### src/hw/rtl/dtne_pkg.sv
// ----------------------------------------------------------------------------
// dtne_pkg
// Shared types and constants for the decision trail nogood emitter: field
// widths, operation and status codes, trail entry layout and the command and
// status groups between controller and datapath.
// ----------------------------------------------------------------------------
package dtne_pkg;

    localparam int DTNE_MAX_DEPTH = 32;

    localparam int OP_W        = 2;
    localparam int STATUS_W    = 2;
    localparam int VAR_W       = 10;
    localparam int VAL_W       = 8;
    localparam int DEPTH_OUT_W = 6;

    typedef enum logic [OP_W-1:0] {
        OP_PUSH     = 2'd0,
        OP_REFUTE   = 2'd1,
        OP_CLEAR    = 2'd2,
        OP_GENERATE = 2'd3
    } opcode_t;

    typedef enum logic [STATUS_W-1:0] {
        ST_DONE      = 2'd0,
        ST_FULL      = 2'd1,
        ST_NOT_FOUND = 2'd2,
        ST_EMIT      = 2'd3
    } status_t;

    typedef struct packed {
        logic [VAR_W-1:0] var_id;
        logic [VAL_W-1:0] value_id;
        logic             neg;
    } trail_entry_t;

    // Controller to datapath.
    typedef struct packed {
        logic    latch_in;    // capture operands of the accepted beat
        logic    cnt_clear;   // restart the trail walk at the bottom entry
        logic    push;        // append a positive entry from the input ports
        logic    clear;       // empty the trail
        logic    hit;         // negate the matched entry and cut the trail above it
        logic    rd_issue;    // read the entry at the walk counter
        logic    rd_hold;     // keep the read entry for a stalled output
        logic    load_code;   // load a single-result beat with the code below
        logic    load_entry;  // load the read entry as an emitted beat
        status_t code;
    } dtne_cmd_t;

    // Datapath to controller.
    typedef struct packed {
        logic full;
        logic empty;
        logic scan_end;
        logic rd_valid;
        logic match;
        logic out_free;
        logic entry_last;
    } dtne_stat_t;

endpackage

### src/hw/rtl/decision_trail_nogood_emitter_core.sv
// ----------------------------------------------------------------------------
// decision_trail_nogood_emitter_core
// Decision trail with push, refute, clear and nogood generation over a
// single-port trail memory, one result beat per trail entry on generate.
// ----------------------------------------------------------------------------
// Sequence: push and clear go through the report state into the output
// register; refute searches the trail from the bottom, one entry searched per
// cycle, and reports through the report state; generate loads its beats from
// the read register, one beat per cycle while taken. One operation at a time:
// a new beat is taken only after the last result is loaded into the output.
// Reset empties the trail and the output; trail memory contents are not cleared.
module decision_trail_nogood_emitter_core
    import dtne_pkg::*;
#(
    parameter int MAX_DEPTH = DTNE_MAX_DEPTH
)
(
    input  logic                   clk,
    input  logic                   rst_n,
    input  logic                   in_valid,
    output logic                   in_ready,
    input  logic [OP_W-1:0]        opcode,
    input  logic [VAR_W-1:0]       var_index,
    input  logic [VAL_W-1:0]       value_index,
    output logic                   out_valid,
    input  logic                   out_ready,
    output logic [STATUS_W-1:0]    status,
    output logic [VAR_W-1:0]       out_var,
    output logic [VAL_W-1:0]       out_value,
    output logic                   negated,
    output logic                   closes_clause,
    output logic [DEPTH_OUT_W-1:0] depth_now,
    output logic                   last
);

    dtne_cmd_t  cmd;
    dtne_stat_t stat;

    dtne_ctrl u_ctrl (
        .clk      (clk),
        .rst_n    (rst_n),
        .in_valid (in_valid),
        .in_ready (in_ready),
        .opcode   (opcode),
        .stat     (stat),
        .cmd      (cmd)
    );

    dtne_dpath #(
        .MAX_DEPTH (MAX_DEPTH)
    ) u_dpath (
        .clk           (clk),
        .rst_n         (rst_n),
        .var_index     (var_index),
        .value_index   (value_index),
        .cmd           (cmd),
        .stat          (stat),
        .out_valid     (out_valid),
        .out_ready     (out_ready),
        .status        (status),
        .out_var       (out_var),
        .out_value     (out_value),
        .negated       (negated),
        .closes_clause (closes_clause),
        .depth_now     (depth_now),
        .last          (last)
    );

endmodule

### src/hw/rtl/dtne_ctrl.sv
// ----------------------------------------------------------------------------
// dtne_ctrl
// Controller state machine. Decodes the accepted operation, sequences the
// trail search for refute and the trail walk for generate, and schedules the
// result beats into the output register.
// ----------------------------------------------------------------------------
module dtne_ctrl
    import dtne_pkg::*;
(
    input  logic              clk,
    input  logic              rst_n,
    input  logic              in_valid,
    output logic              in_ready,
    input  logic [OP_W-1:0]   opcode,
    input  dtne_stat_t        stat,
    output dtne_cmd_t         cmd
);

    typedef enum logic [1:0] {
        S_IDLE,
        S_SCAN,
        S_GEN,
        S_REPORT
    } state_t;

    state_t  state_reg, state_next;
    status_t code_reg, code_next;
    logic    consume;

    assign in_ready = (state_reg == S_IDLE);
    assign consume  = stat.rd_valid && stat.out_free;

    always_comb
    begin
        state_next     = state_reg;
        code_next      = code_reg;
        cmd            = '0;
        cmd.code       = code_reg;

        unique case (state_reg)
            S_IDLE:
            begin
                if (in_valid)
                begin
                    cmd.latch_in = 1'b1;
                    unique case (opcode)
                        OP_PUSH:
                        begin
                            if (stat.full)
                            begin
                                code_next = ST_FULL;
                            end
                            else
                            begin
                                cmd.push  = 1'b1;
                                code_next = ST_DONE;
                            end
                            state_next = S_REPORT;
                        end
                        OP_REFUTE:
                        begin
                            cmd.cnt_clear = 1'b1;
                            state_next    = S_SCAN;
                        end
                        OP_CLEAR:
                        begin
                            cmd.clear  = 1'b1;
                            code_next  = ST_DONE;
                            state_next = S_REPORT;
                        end
                        default:
                        begin
                            if (stat.empty)
                            begin
                                code_next  = ST_DONE;
                                state_next = S_REPORT;
                            end
                            else
                            begin
                                cmd.cnt_clear = 1'b1;
                                state_next    = S_GEN;
                            end
                        end
                    endcase
                end
            end

            // One entry read per cycle; each read entry is compared the cycle after.
            S_SCAN:
            begin
                priority if (stat.match)
                begin
                    cmd.hit    = 1'b1;
                    code_next  = ST_DONE;
                    state_next = S_REPORT;
                end
                else if (stat.scan_end)
                begin
                    code_next  = ST_NOT_FOUND;
                    state_next = S_REPORT;
                end
                else
                begin
                    cmd.rd_issue = 1'b1;
                end
            end

            // The read register doubles as a one-entry buffer ahead of the output.
            S_GEN:
            begin
                cmd.load_entry = consume;
                cmd.rd_hold    = stat.rd_valid && !consume;
                cmd.rd_issue   = !stat.scan_end && (!stat.rd_valid || consume);
                if (consume && stat.entry_last)
                begin
                    state_next = S_IDLE;
                end
            end

            default:
            begin
                if (stat.out_free)
                begin
                    cmd.load_code = 1'b1;
                    state_next    = S_IDLE;
                end
            end
        endcase
    end

    always_ff @(posedge clk or negedge rst_n)
    begin
        if (!rst_n)
        begin
            state_reg <= S_IDLE;
            code_reg  <= ST_DONE;
        end
        else
        begin
            state_reg <= state_next;
            code_reg  <= code_next;
        end
    end

endmodule

### src/hw/rtl/dtne_dpath.sv
// ----------------------------------------------------------------------------
// dtne_dpath
// Datapath: trail memory with one registered port, trail size, walk counter,
// entry compare and the output register.
// ----------------------------------------------------------------------------
module dtne_dpath
    import dtne_pkg::*;
#(
    parameter int MAX_DEPTH = DTNE_MAX_DEPTH
)
(
    input  logic                   clk,
    input  logic                   rst_n,
    input  logic [VAR_W-1:0]       var_index,
    input  logic [VAL_W-1:0]       value_index,
    input  dtne_cmd_t              cmd,
    output dtne_stat_t             stat,
    output logic                   out_valid,
    input  logic                   out_ready,
    output logic [STATUS_W-1:0]    status,
    output logic [VAR_W-1:0]       out_var,
    output logic [VAL_W-1:0]       out_value,
    output logic                   negated,
    output logic                   closes_clause,
    output logic [DEPTH_OUT_W-1:0] depth_now,
    output logic                   last
);

    localparam int IDX_W  = $clog2(MAX_DEPTH);
    localparam int SIZE_W = $clog2(MAX_DEPTH + 1);

    trail_entry_t trail_mem [MAX_DEPTH];

    logic [SIZE_W-1:0] size_reg, size_next;
    logic [SIZE_W-1:0] cnt_reg, cnt_next;
    logic [IDX_W-1:0]  rd_idx_reg;
    logic              rd_valid_reg, rd_valid_next;
    trail_entry_t      rd_data_reg;
    logic [VAR_W-1:0]  key_var_reg;
    logic [VAL_W-1:0]  key_val_reg;

    logic              out_valid_reg;
    status_t           status_reg;
    logic [VAR_W-1:0]  out_var_reg;
    logic [VAL_W-1:0]  out_value_reg;
    logic              negated_reg;
    logic              closes_reg;
    logic [DEPTH_OUT_W-1:0] depth_reg;
    logic              last_reg;

    logic [SIZE_W-1:0] hit_size;
    logic [SIZE_W+DEPTH_OUT_W-1:0] size_wide;
    logic              load;

    assign hit_size  = SIZE_W'(rd_idx_reg) + SIZE_W'(1);
    assign size_wide = (SIZE_W + DEPTH_OUT_W)'(size_reg);
    assign load      = cmd.load_code || cmd.load_entry;

    assign stat.full       = (size_reg == SIZE_W'(MAX_DEPTH));
    assign stat.empty      = (size_reg == '0);
    assign stat.scan_end   = (cnt_reg == size_reg);
    assign stat.rd_valid   = rd_valid_reg;
    assign stat.match      = rd_valid_reg && !rd_data_reg.neg
                             && (rd_data_reg.var_id == key_var_reg)
                             && (rd_data_reg.value_id == key_val_reg);
    assign stat.out_free   = !out_valid_reg || out_ready;
    assign stat.entry_last = (hit_size == size_reg);

    always_comb
    begin
        size_next = size_reg;
        priority if (cmd.clear)
        begin
            size_next = '0;
        end
        else if (cmd.push)
        begin
            size_next = size_reg + SIZE_W'(1);
        end
        else if (cmd.hit)
        begin
            size_next = hit_size;
        end
        else
        begin
            size_next = size_reg;
        end

        priority if (cmd.cnt_clear)
        begin
            cnt_next = '0;
        end
        else if (cmd.rd_issue)
        begin
            cnt_next = cnt_reg + SIZE_W'(1);
        end
        else
        begin
            cnt_next = cnt_reg;
        end

        rd_valid_next = cmd.rd_issue || (rd_valid_reg && cmd.rd_hold);
    end

    // Single-port trail memory; a write and a read never fall in the same cycle.
    always_ff @(posedge clk)
    begin
        if (cmd.push)
        begin
            trail_mem[size_reg[IDX_W-1:0]] <= '{var_id: var_index,
                                                value_id: value_index,
                                                neg: 1'b0};
        end
        else if (cmd.hit)
        begin
            trail_mem[rd_idx_reg] <= '{var_id: rd_data_reg.var_id,
                                       value_id: rd_data_reg.value_id,
                                       neg: 1'b1};
        end
        if (cmd.rd_issue)
        begin
            rd_data_reg <= trail_mem[cnt_reg[IDX_W-1:0]];
            rd_idx_reg  <= cnt_reg[IDX_W-1:0];
        end
        if (cmd.latch_in)
        begin
            key_var_reg <= var_index;
            key_val_reg <= value_index;
        end
    end

    always_ff @(posedge clk or negedge rst_n)
    begin
        if (!rst_n)
        begin
            size_reg      <= '0;
            cnt_reg       <= '0;
            rd_valid_reg  <= 1'b0;
            out_valid_reg <= 1'b0;
        end
        else
        begin
            size_reg     <= size_next;
            cnt_reg      <= cnt_next;
            rd_valid_reg <= rd_valid_next;
            if (load)
            begin
                out_valid_reg <= 1'b1;
            end
            else if (out_ready)
            begin
                out_valid_reg <= 1'b0;
            end
        end
    end

    always_ff @(posedge clk)
    begin
        if (cmd.load_entry)
        begin
            status_reg    <= ST_EMIT;
            out_var_reg   <= rd_data_reg.var_id;
            out_value_reg <= rd_data_reg.value_id;
            negated_reg   <= rd_data_reg.neg;
            closes_reg    <= rd_data_reg.neg && (rd_idx_reg != '0);
            depth_reg     <= size_wide[DEPTH_OUT_W-1:0];
            last_reg      <= stat.entry_last;
        end
        else if (cmd.load_code)
        begin
            status_reg    <= cmd.code;
            out_var_reg   <= '0;
            out_value_reg <= '0;
            negated_reg   <= 1'b0;
            closes_reg    <= 1'b0;
            depth_reg     <= size_wide[DEPTH_OUT_W-1:0];
            last_reg      <= 1'b1;
        end
    end

    assign out_valid     = out_valid_reg;
    assign status        = status_reg;
    assign out_var       = out_var_reg;
    assign out_value     = out_value_reg;
    assign negated       = negated_reg;
    assign closes_clause = closes_reg;
    assign depth_now     = depth_reg;
    assign last          = last_reg;

endmodule
### config.mk
export PLATFORM = sky130hd
export DESIGN_NAME = decision_trail_nogood_emitter_core
export DESIGN_NICKNAME = d
export VERILOG_FILES = /design/src/hw/rtl/dtne_pkg.sv /design/src/hw/rtl/decision_trail_nogood_emitter_core.sv /design/src/hw/rtl/dtne_ctrl.sv /design/src/hw/rtl/dtne_dpath.sv
export SDC_FILE = /design/constraint.sdc
export NUM_CORES = 1
export LEC_CHECK = 0
export BUFFER_PORTS_ARGS = -buffer_cell sky130_fd_sc_hd__buf_2
export CORE_UTILIZATION = 40
export CTS_CLUSTER_SIZE = 28
export DETAILED_ROUTE_END_ITERATION = 10
export SLEW_MARGIN = 20
export SYNTH_ARGS = -nofsm -noshare
export SYNTH_HDL_FRONTEND = slang
export SYNTH_SLANG_ARGS = --single-unit
### constraint.sdc
create_clock -name clk -period 5.95 [get_ports clk]
set_clock_uncertainty 0.05 [all_clocks]
set_input_delay 0.595 -clock clk [delete_from_list [all_inputs] [get_ports clk]]
set_output_delay 0.595 -clock clk [all_outputs]
set_load 0.01 [all_outputs]
# == Word-level counts from Yosys, hierarchy flattened ==
# Memory sizes are Yosys's and may differ from the RTL's. A register that Yosys moved wholly into a read port is not among the register bits.
# Cells that the tools add are included.
# classes
add_sub_neg,3
eq_ne,14
n_mux,57
n_reduce_logical,33
# op_table
op,n
$mux W6,7
$mux W1,27
$mux W10,2
$mux W19,1
$reduce_or A19 Y1,1
$mux W2,9
$mux W8,2
$add A6 B1 Y6 const B,2
$eq A6 B6 Y1,2
$pmux W2 S3,2
$eq A10 B10 Y1,1
$logic_and A1 B1 Y1,9
$eq A8 B8 Y1,1
$mux W4,2
$pmux W2 S2,2
$reduce_bool A2 Y1,4
$add A5 B1 Y6 const B,1
$eq A6 B6 Y1 const B,1
$logic_not A6 Y1,1
$logic_not A1 Y1,5
$mux W5,1
$reduce_and A5 Y1,1
$reduce_bool A5 Y1,1
$eq A2 B1 Y1 const B,2
13 further kinds,20
# totals
ff_bits,70
mem_bits_rw,608
wordCells,124
n_memories,1
# memory_table
memory,words,word_bits,read_ports,rd_clocked_by_memory_dff,write_ports,line_no,text
u_dpath.trail_mem,32,19,1,1,1,dtne_dpath.sv:32,trail_entry_t trail_mem [MAX_DEPTH];

# == Longest topological paths before layout ==
# Gate-level depths: netlist of the first run.
# depth
word_depth,11
mapped_depth,12

# == Cells and area by module ==
# A second synthesis of the first run with hierarchy kept.
# hier_totals
cells_unflattened,1412
area_unflattened_um2,27528.9
# by_module_without_submodules
mod,n_inst,cells_each,area_per_inst_um2,seq_area_each_um2
dtne_dpath,1,1363,27072.2,20719.9
dtne_ctrl,1,49,456.7,100.1

# == Worst setup path after synthesis of the first run ==
# No wires, ideal clock.
# synth_path
path_type,reg2reg
start,register u_dpath.size_reg[1]
end,memory u_dpath.trail_mem[24][0] in the netlist's numbering (enable)
setup_ns,0.419
arrival_time_ns,3.796
t_required_ns,5.481
path_slack_ns,1.685
path_stages_with_launch,11
n_path_buf,2
synth_period_minus_slack_ns,4.265
cell_sequence,dfrtp_1 > clkbuf_1 > inv_1 > ha_1 > nor4b_4 > a2111o_2 > and2_1 > and3_1 > buf_6 > mux2_4 > nor3_1
# synth_between
elab_chain_cells,9
elab_cells_between_ends,12
# synth_rtl
element,line_no,text
start: declaration,dtne_dpath.sv:34,"logic [SIZE_W-1:0] size_reg, size_next;"
start signal: assignment,dtne_dpath.sv:143,size_reg <= size_next;
$eq A6 B6 Y1,dtne_dpath.sv:59,assign stat.full = (size_reg == SIZE_W'(MAX_DEPTH));
$mux W1,dtne_ctrl.sv:49,if (stat.full)
$mux W1,dtne_ctrl.sv:46,unique case (opcode)
$mux W4,dtne_ctrl.sv:43,if (in_valid)
$mux W4,dtne_ctrl.sv:40,unique case (state_reg)
$mux W1,dtne_dpath.sv:108,if (cmd.push)
$mux W1 (implied by the code),dtne_dpath.sv:116,"trail_mem[rd_idx_reg] <= '{var_id: rd_data_reg.var_id,"
$reduce_or A19 Y1 (no source line),--,
$mux W5 (no source line) / $mux W1 (equally long branches),--,
end: declaration,dtne_dpath.sv:32,
# Several ways; a longest one is shown, not always the timed one.

# == Worst setup path in the final report of the first run ==
# layout_path
start,register u_dpath.size_reg[1]
end,memory u_dpath.trail_mem[20][13] in the netlist's numbering (enable)
# Same word-level chain as after synthesis.

==> results by group, run 1 <==
Logic synthesis
  • Adder-cell share of the synthesized area: 0.00408
  • Mapped Nets: 1,287
  • Synth Area per Inst: 22.0 µm²
  • YS warnings: 0
  • Ys flop type: edfxtp_1
  • Largest family of logic cells by synthesized area: multiplexers
  • Seq/Total Area, Yosys: 0.755
  • Yosys cell types: 52
  • Post-Synth Simple-Gate Area: 0.0283
  • Async S/R FF share, synth: 0.0258
  • Compound-Gate Fraction of Synth Area: 0.0136
  • Post-Synth XOR/XNOR Area: 0.0113
  • Post-synthesis cell area: 27,600 µm²
  • Mux cell area share after synthesis: 0.175
  • Syn Inst Count: 1,254
  • Yosys reg bits: 697
  • Post-synth EDFFs: 677

Power
  • PwrDens: 440 nW/µm²
  • Switch share: 0.285
  • NetSw: 3.95 mW
  • Pint: 9.93 mW
  • Seq pwr share: 0.437
  • Leakage: 9.83 nW
  • Maximum VDD drop: 0.413 mV
  • Clock share of power: 0.320
  • Logic gate share of total power: 0.243

Worst setup path
  • Largest stage delay, worst path: 0.86 ns
  • Worst r2r src: u_dpath.size_reg[1]$_DFFE_PN0P_
  • Crit end category: flop
  • Setup CP Type: reg2reg
  • Crit path from: u_dpath.size_reg[1]$_DFFE_PN0P_
  • Type of origin of the critical path: flop
  • Critical Path RT: 6.18 ns
  • Crit-path cells: inv_1 > ha_1 > nor4b_4 > a2111o_2 > and2_1 > and3_2 > a32oi_2 > nor3_2 > buf_4
  • Critical-path top delay cell: and3_2
  • Worst EP arrival: 4.86 ns
  • Crit-path max FO: 35

Floorplan
  • Horiz. Die Dim: 265 µm
  • Ports: 55
  • CORE AREA: 67,600 µm²
  • Cell row count: 95
  • Die ar.: 70,000 µm²
  • Initial Util: 0.408
  • Die Ht: 265 µm

CTS
  • CTS tree: built
  • CTS Sinks: 697
  • Clock slew at reported path FFs: 0.06 ns
  • CTS buffer count: 73
  • Root Driver: clkbuf_16
  • Clk buf depth: 3
  • Post-CTS Setup Bufs: 0
  • Cts repair resizes: 0
  • H-tree Lvls: 3
  • Worst skew pair latency: 0.61 ns

Global route
  • Largest net degree at the start of global routing: 126
  • Grt met1 use: 0.291
  • Vias in the first global route: 13,196
  • Met3 GRT Util: 0.0635
  • Met2 usage: 0.284
  • Total GRT Usage: 0.197
  • Global route hottest layer: met1
  • First-pass GRT wire length: 97,500 µm
  • Initial antenna violation count: 2
  • Total gr overflow: 0

Timing
  • TNS Setup: 0 ns
  • Final min period: 4.63 ns
  • Count of final setup violators: 0
  • Fmax: 216 MHz
  • Least-Margin Pin Slew: 1.01 ns
  • Relative slew slack: 0.326
  • Period utilisation layout: 0.778
  • Final hold violation count: 0
  • Final Slew Violations: 0
  • Setup WS post-layout: 1.32 ns
  • RSZ-0062 raised after global routing: no

Placement
  • Place WS: 1.46 ns
  • Placer congestion estimate: 0.849
  • I/O Buffers: 54
  • Dpl hpwl: 41,500 µm

Drt
  • Initial DRC Count: 1,433
  • DR pass1 iterations: 7
  • DR vias: 13,215
  • DR vias/cell: 5.78
  • Detail Route Antenna Nets: 0
  • Routed length per placed instance: 29.7 µm
  • Drc violations: 0
  • Routed Wire Length: 67,900 µm

Cells and area
  • Area delta synth->final: 14.3%
  • Leading cell type in the layout, fill and taps excluded: edfxtp_1
  • # diodes: 0
  • Multi-input logic area: 6550 µm²
  • Register area: 20,800 µm²
  • Max FFs per register: 608
  • Final core utilization: 0.466
  • Final #Nets: 1,394
  • Filler cell count: 5,515
  • Most frequent cells in the layout: edfxtp_1, mux4_2, clkbuf_16, buf_2, buf_4
  • Layout cells sized above 1: 0.339

Worst hold path
  • Worst Hold Launch: var_index[2]
  • Hold crit path type: in2reg

Job
  • Max Cap Violations: 0

Status
  • Outcome: completed
## power groups by stage
stage	combinational [mW]	clock (mW)	sequential (mW)
after global placement	3.39	0	6.17
after detailed placement	3.39	0	6.17
final	3.37	4.43	6.07
after CTS	3.40	4.51	6.08
after global routing	3.59	4.69	6.11
after floorplan	2.47	0	5.96
## synthesized netlist by cell type, types with 2 or more instances
library cell / n / area, µm²
nor4_1: 7 / 43.8
nand4_1: 4 / 25.0
mux2_2: 35 / 394
and4_1: 2 / 17.5
clkbuf_1: 40 / 150
nor2_1: 28 / 105
mux4_2: 190 / 4280
mux2_4: 5 / 75.1
xor2_1: 7 / 61.3
dfrtp_1: 18 / 450
o31a_1: 3 / 26.3
buf_1: 3 / 11.3
edfxtp_1: 677 / 20300
inv_1: 16 / 60.1
dfxtp_1: 2 / 40.0
mux2i_2: 3 / 41.3
nor2b_1: 5 / 31.3
a31oi_1: 6 / 37.5
xnor2_1: 26 / 228
buf_2: 17 / 85.1
nand3b_1: 2 / 15.0
or3_1: 4 / 25.0
a22oi_1: 2 / 15.0
mux2i_1: 3 / 30.0
nand3_1: 18 / 90.1
a21oi_1: 10 / 50.1
ha_1: 9 / 113
and3_1: 9 / 56.3
nand2_1: 22 / 82.6
and2_1: 23 / 144
a311o_1: 2 / 20.0
buf_6: 4 / 45.0
a32oi_2: 2 / 32.5
o21ai_0: 12 / 60.1
nor3_1: 21 / 105
## logic make-up after synthesis
logic type               after synthesis
multiplexers                         236
XOR/XNOR                              34
adder cells (fa/ha/maj)                9
buffers and inverters                 81
AND/OR/NAND/NOR                      148
AO/OA/AOI/OAI                         49
flip-flops                           697
## cell type report
class	instances	area share
clock buffers	90	0.0620
clock inverters	39	0.0114
inverters	16	0.00191
multi-input cells	476	0.208
flip-flops and latches	697	0.661
well taps	873	0.0347
repair buffers	97	0.0213
## path summary, 6_finish.rpt
path	slack (ns)	end	depth (start not counted)
max	1.32	u_dpath.trail_mem[20][13]$_DFFE_PP_	9
min	0.12	u_dpath.key_var_reg[2]$_DFFE_PP_	1
max reg2reg	1.32	u_dpath.trail_mem[20][13]$_DFFE_PP_	9
min reg2reg	0.43	u_dpath.status[0]$_SDFFE_PP1P_	2
max in group asynchronous	5.04	u_dpath.cnt_reg[1]$_DFFE_PN0P_	2
min in group asynchronous	0.43	u_dpath.rd_valid_reg$_DFF_PN0_	2
## per-stage QoR
stage	instance area (µm²)	hold WS, ns	std cells	power [mW]
floorplan	27600	0.249	1254	8.43
global placement	29200	0.398	2158	9.56
detailed placement	29200	0.429	2158	9.56
CTS	31500	0.0997	2288	14.0
global route	31500	0.110	2288	14.4
finish	31500	0.123	2288	13.9
## per-layer routing
layer  vias up  part of all wire
met5         -                 0
met2       558              0.44
met1      7140              0.44
li1       5457                 -
met4         0             0.015
met3        60             0.097
## worst max-delay path, delay by kind of cell, from the launching register on
family	cells	cell delay (ns)
adder cells (fa/ha/maj)	1	0.18
flip-flops	1	0.50
buffers and inverters	2	0.56
AO/OA/AOI/OAI	2	0.77
AND/OR/NAND/NOR	4	2.19
## repair_timing
item / 4_1_cts / 5_1_grt
hold buffers: 1 / 0
endpoints found under the setup margin: 0 / 0
hold endpoints to repair: 18 / 0
(Power assumes the default switching activity.)
==> run 2, diff against run 1 <==
- clock period: 5.95 -> 4.07 ns (I/O delays scaled with it)
==> run 2 against run 1 <==
First-iteration DRC count fell by 18%. Sequential power rose by 46%. Combinational power grew 47%. Non-clock buffer count increased by 45. Clock power increased by 45%. Sequential share of layout area decreased by 0.97 points. Largest cell class unchanged. Count of clock-buffer cells in the layout unchanged. Critical path type unchanged.
==> results by group, run 2 (synthesis results as in run 1) <==
CTS
  • Clock slew at reported path FFs: 0.06 ns (about the same)
  • H-tree Lvls: 3 (unchanged)
  • Post-CTS Setup Bufs: 0 (unchanged)
  • CTS tree: built
  • CTS Sinks: 697 (unchanged)
  • Worst skew pair latency: 0.61 ns (about the same)
  • Root Driver: clkbuf_16
  • Clk buf depth: 3 (unchanged)
  • CTS buffer count: 73 (unchanged)

Cells and area
  • Max FFs per register: 608 (unchanged)
  • Most frequent cells in the layout: edfxtp_1, mux4_2, clkbuf_16, buf_4, buf_2
  • Layout cells sized above 1: 0.344 (+0.00530)
  • Multi-input logic area: 6610 µm² (+0.92%)
  • Final core utilization: 0.473 (+0.00692)
  • Register area: 20,800 µm² (unchanged)
  • Final instance area: 32,000 µm² (+1.5%)
  • Leading cell type in the layout, fill and taps excluded: edfxtp_1
  • Filler cell count: 5,480 (-0.63%)
  • Final #Nets: 1,439 (+3.2%)
  • Area delta synth->final: 16.0%

Placement
  • Post-DP Area: 29,500 µm² (+1.2%)
  • Dpl hpwl: 38,900 µm (-6.3%)
  • I/O Buffers: 54 (unchanged)
  • Place WS: 0.334 ns (-1.13 ns)
  • Placer congestion estimate: 0.934 (+10%)

Power
  • Maximum VDD drop: 0.338 mV (-18%)
  • Power Total: 20.3 mW (+46%)
  • Leakage: 10.2 nW (+3.3%)
  • PwrDens: 633 nW/µm² (+44%)

Global route
  • Initial antenna violation count: 0 (-2)
  • Largest net degree at the start of global routing: 44 (-65%)
  • Total gr overflow: 0 (unchanged)
  • First-pass GRT wire length: 94,300 µm (-3.3%)
  • Total GRT Usage: 0.189 (-0.00768)
  • Vias in the first global route: 13,376 (+1.4%)

Worst setup path
  • Worst r2r src: u_dpath.rd_data_reg[15]$_DFFE_PP_
  • Worst EP arrival: 4.10 ns (-0.76 ns)
  • Crit-path max FO: 19 (-46%)
  • Cells on worst reg2reg path: 8 (-1)
  • Type of origin of the critical path: flop
  • Bufs and invs on worst path: 2 (unchanged)
  • Crit end category: flop
  • Most used cell, CP: buf_4
  • Critical-path top delay cell: mux2i_2
  • Worst reg2reg path endpoint: u_dpath.trail_mem[3][18]$_DFFE_PP_
  • Crit-path cells: xnor2_1 > nand3_1 > nor3_1 > and3_2 > buf_4 > mux2i_2 > nor2_2 > buf_4
  • Critical Path RT: 4.34 ns (-1.84 ns)
  • Setup slack, reg-to-reg: 0.24 ns (-1.08 ns)
  • Crit path from: u_dpath.rd_data_reg[15]$_DFFE_PP_
  • Largest stage delay, worst path: 0.77 ns (-0.09 ns)
  • Delay-heaviest family, CP: simple AND/OR/NAND/NOR gates
  • Setup CP Type: reg2reg

Floorplan
  • Die Ht: 265 µm (unchanged)
  • Die ar.: 70,000 µm² (unchanged)
  • CORE AREA: 67,600 µm² (unchanged)
  • Ports: 55 (unchanged)
  • Cell row count: 95 (unchanged)
  • Horiz. Die Dim: 265 µm (unchanged)
  • Initial Util: 0.408 (unchanged)

Job
  • Max Cap Violations: 0 (unchanged)

Timing
  • Final hold violation count: 0 (unchanged)
  • Post-Route Hold Slack: 0.0392 ns (-0.0835 ns)
  • Period utilisation layout: 0.941 (+0.163)
  • Fmax: 261 MHz (+21%)
  • Final min period: 3.83 ns (-0.797 ns)
  • Final Slew Violations: 0 (unchanged)
  • Count of final setup violators: 0 (unchanged)
  • RSZ-0062 raised after global routing: no
  • Setup WS post-layout: 0.240 ns (-1.08 ns)
  • Least-Margin Pin Slew: 1.02 ns (+0.0131 ns)
  • Relative slew slack: 0.304 (-0.0222)

Drt
  • DR vias/cell: 5.60 (-3.0%)
  • DR vias: 13,097 (-0.89%)
  • Initial DRC Count: 1,180 (-18%)
  • Routed length per placed instance: 27.6 µm (-6.9%)
  • Detail Route Antenna Nets: 0 (unchanged)
  • Drc violations: 0 (unchanged)
  • DR pass1 iterations: 5 (-2)
  • Routed Wire Length: 64,500 µm (-4.9%)

Worst hold path
  • Hold Path End: u_dpath.key_var_reg[6]$_DFFE_PP_
  • Worst hold path depth: 1 (unchanged)
  • Hold crit path type: in2reg
  • Worst Hold Launch: var_index[6]

Status
  • Outcome: completed
[run 2: cell types whose count changed in the layout (fill, tap and decap cells not counted), moves of 4 or more]
cell,before,now
buf_4,36,62
dlygate4sd3_1,1,16
nor3_2,18,6
nor3_4,0,12
clkinv_1,14,23
buf_12,6,10
[run 2: per-stage QoR]
step | instances | TNS (ns)
global placement | 2188 | 0
floorplan | 1254 | -22.14
global route | 2336 | 0
CTS | 2335 | 0
finish | 2338 | 0
detailed placement | 2188 | 0
[run 2: how the worst max path moves through the flow]
stage | to | slack, ns | depth (start not counted)
2_1_floorplan | u_dpath.trail_mem[24][0]$_DFFE_PP_ | -0.20 | 10
3_3_place_gp | u_dpath.trail_mem[5][3]$_DFFE_PP_ | 0.37 | 8
3_5_place_dp | u_dpath.trail_mem[3][6]$_DFFE_PP_ | 0.33 | 8
4_1_cts | u_dpath.trail_mem[5][14]$_DFFE_PP_ | 0.30 | 8
5_1_grt | u_dpath.trail_mem[21][12]$_DFFE_PP_ | 0.08 | 7
6_report | u_dpath.trail_mem[3][18]$_DFFE_PP_ | 0.24 | 8
[run 2: layout make-up]
type / count / share of cell area
clock inverters: 42 / 0.00990
repair buffers: 142 / 0.0343
clock buffers: 90 / 0.0618
diodes: 2 / 0.000156
inverters: 16 / 0.00188
well taps: 873 / 0.0341
multi-input cells: 476 / 0.207
flip-flops and latches: 697 / 0.651
[run 2: what timing repair did]
item | CTS | global route
resized for setup | 0 | 0
hold buffers | 15 | 1
hold endpoints to repair | 32 | 1
[run 2: layer usage]
metal | GRT usage | routed length, µm
met5 | 0 | 0
met4 | 0.0512 | 1280
met3 | 0.0397 | 4250
met2 | 0.297 | 30900
met1 | 0.270 | 28100
[run 2: worst register-to-register path: stages, from the launching register on]
cell,delay [ns]
edfxtp_1,0.52
xnor2_1,0.40
nand3_1,0.23
nor3_1,0.43
and3_2,0.50
buf_4,0.30
mux2i_2,0.77
nor2_2,0.04
buf_4,0.29
[run 2: report_power, final]
group          internal, mW  total, mW  switching [mW]
clock                  3.75       6.43            2.67
combinational          2.46       4.97            2.51
sequential             8.37       8.86           0.490
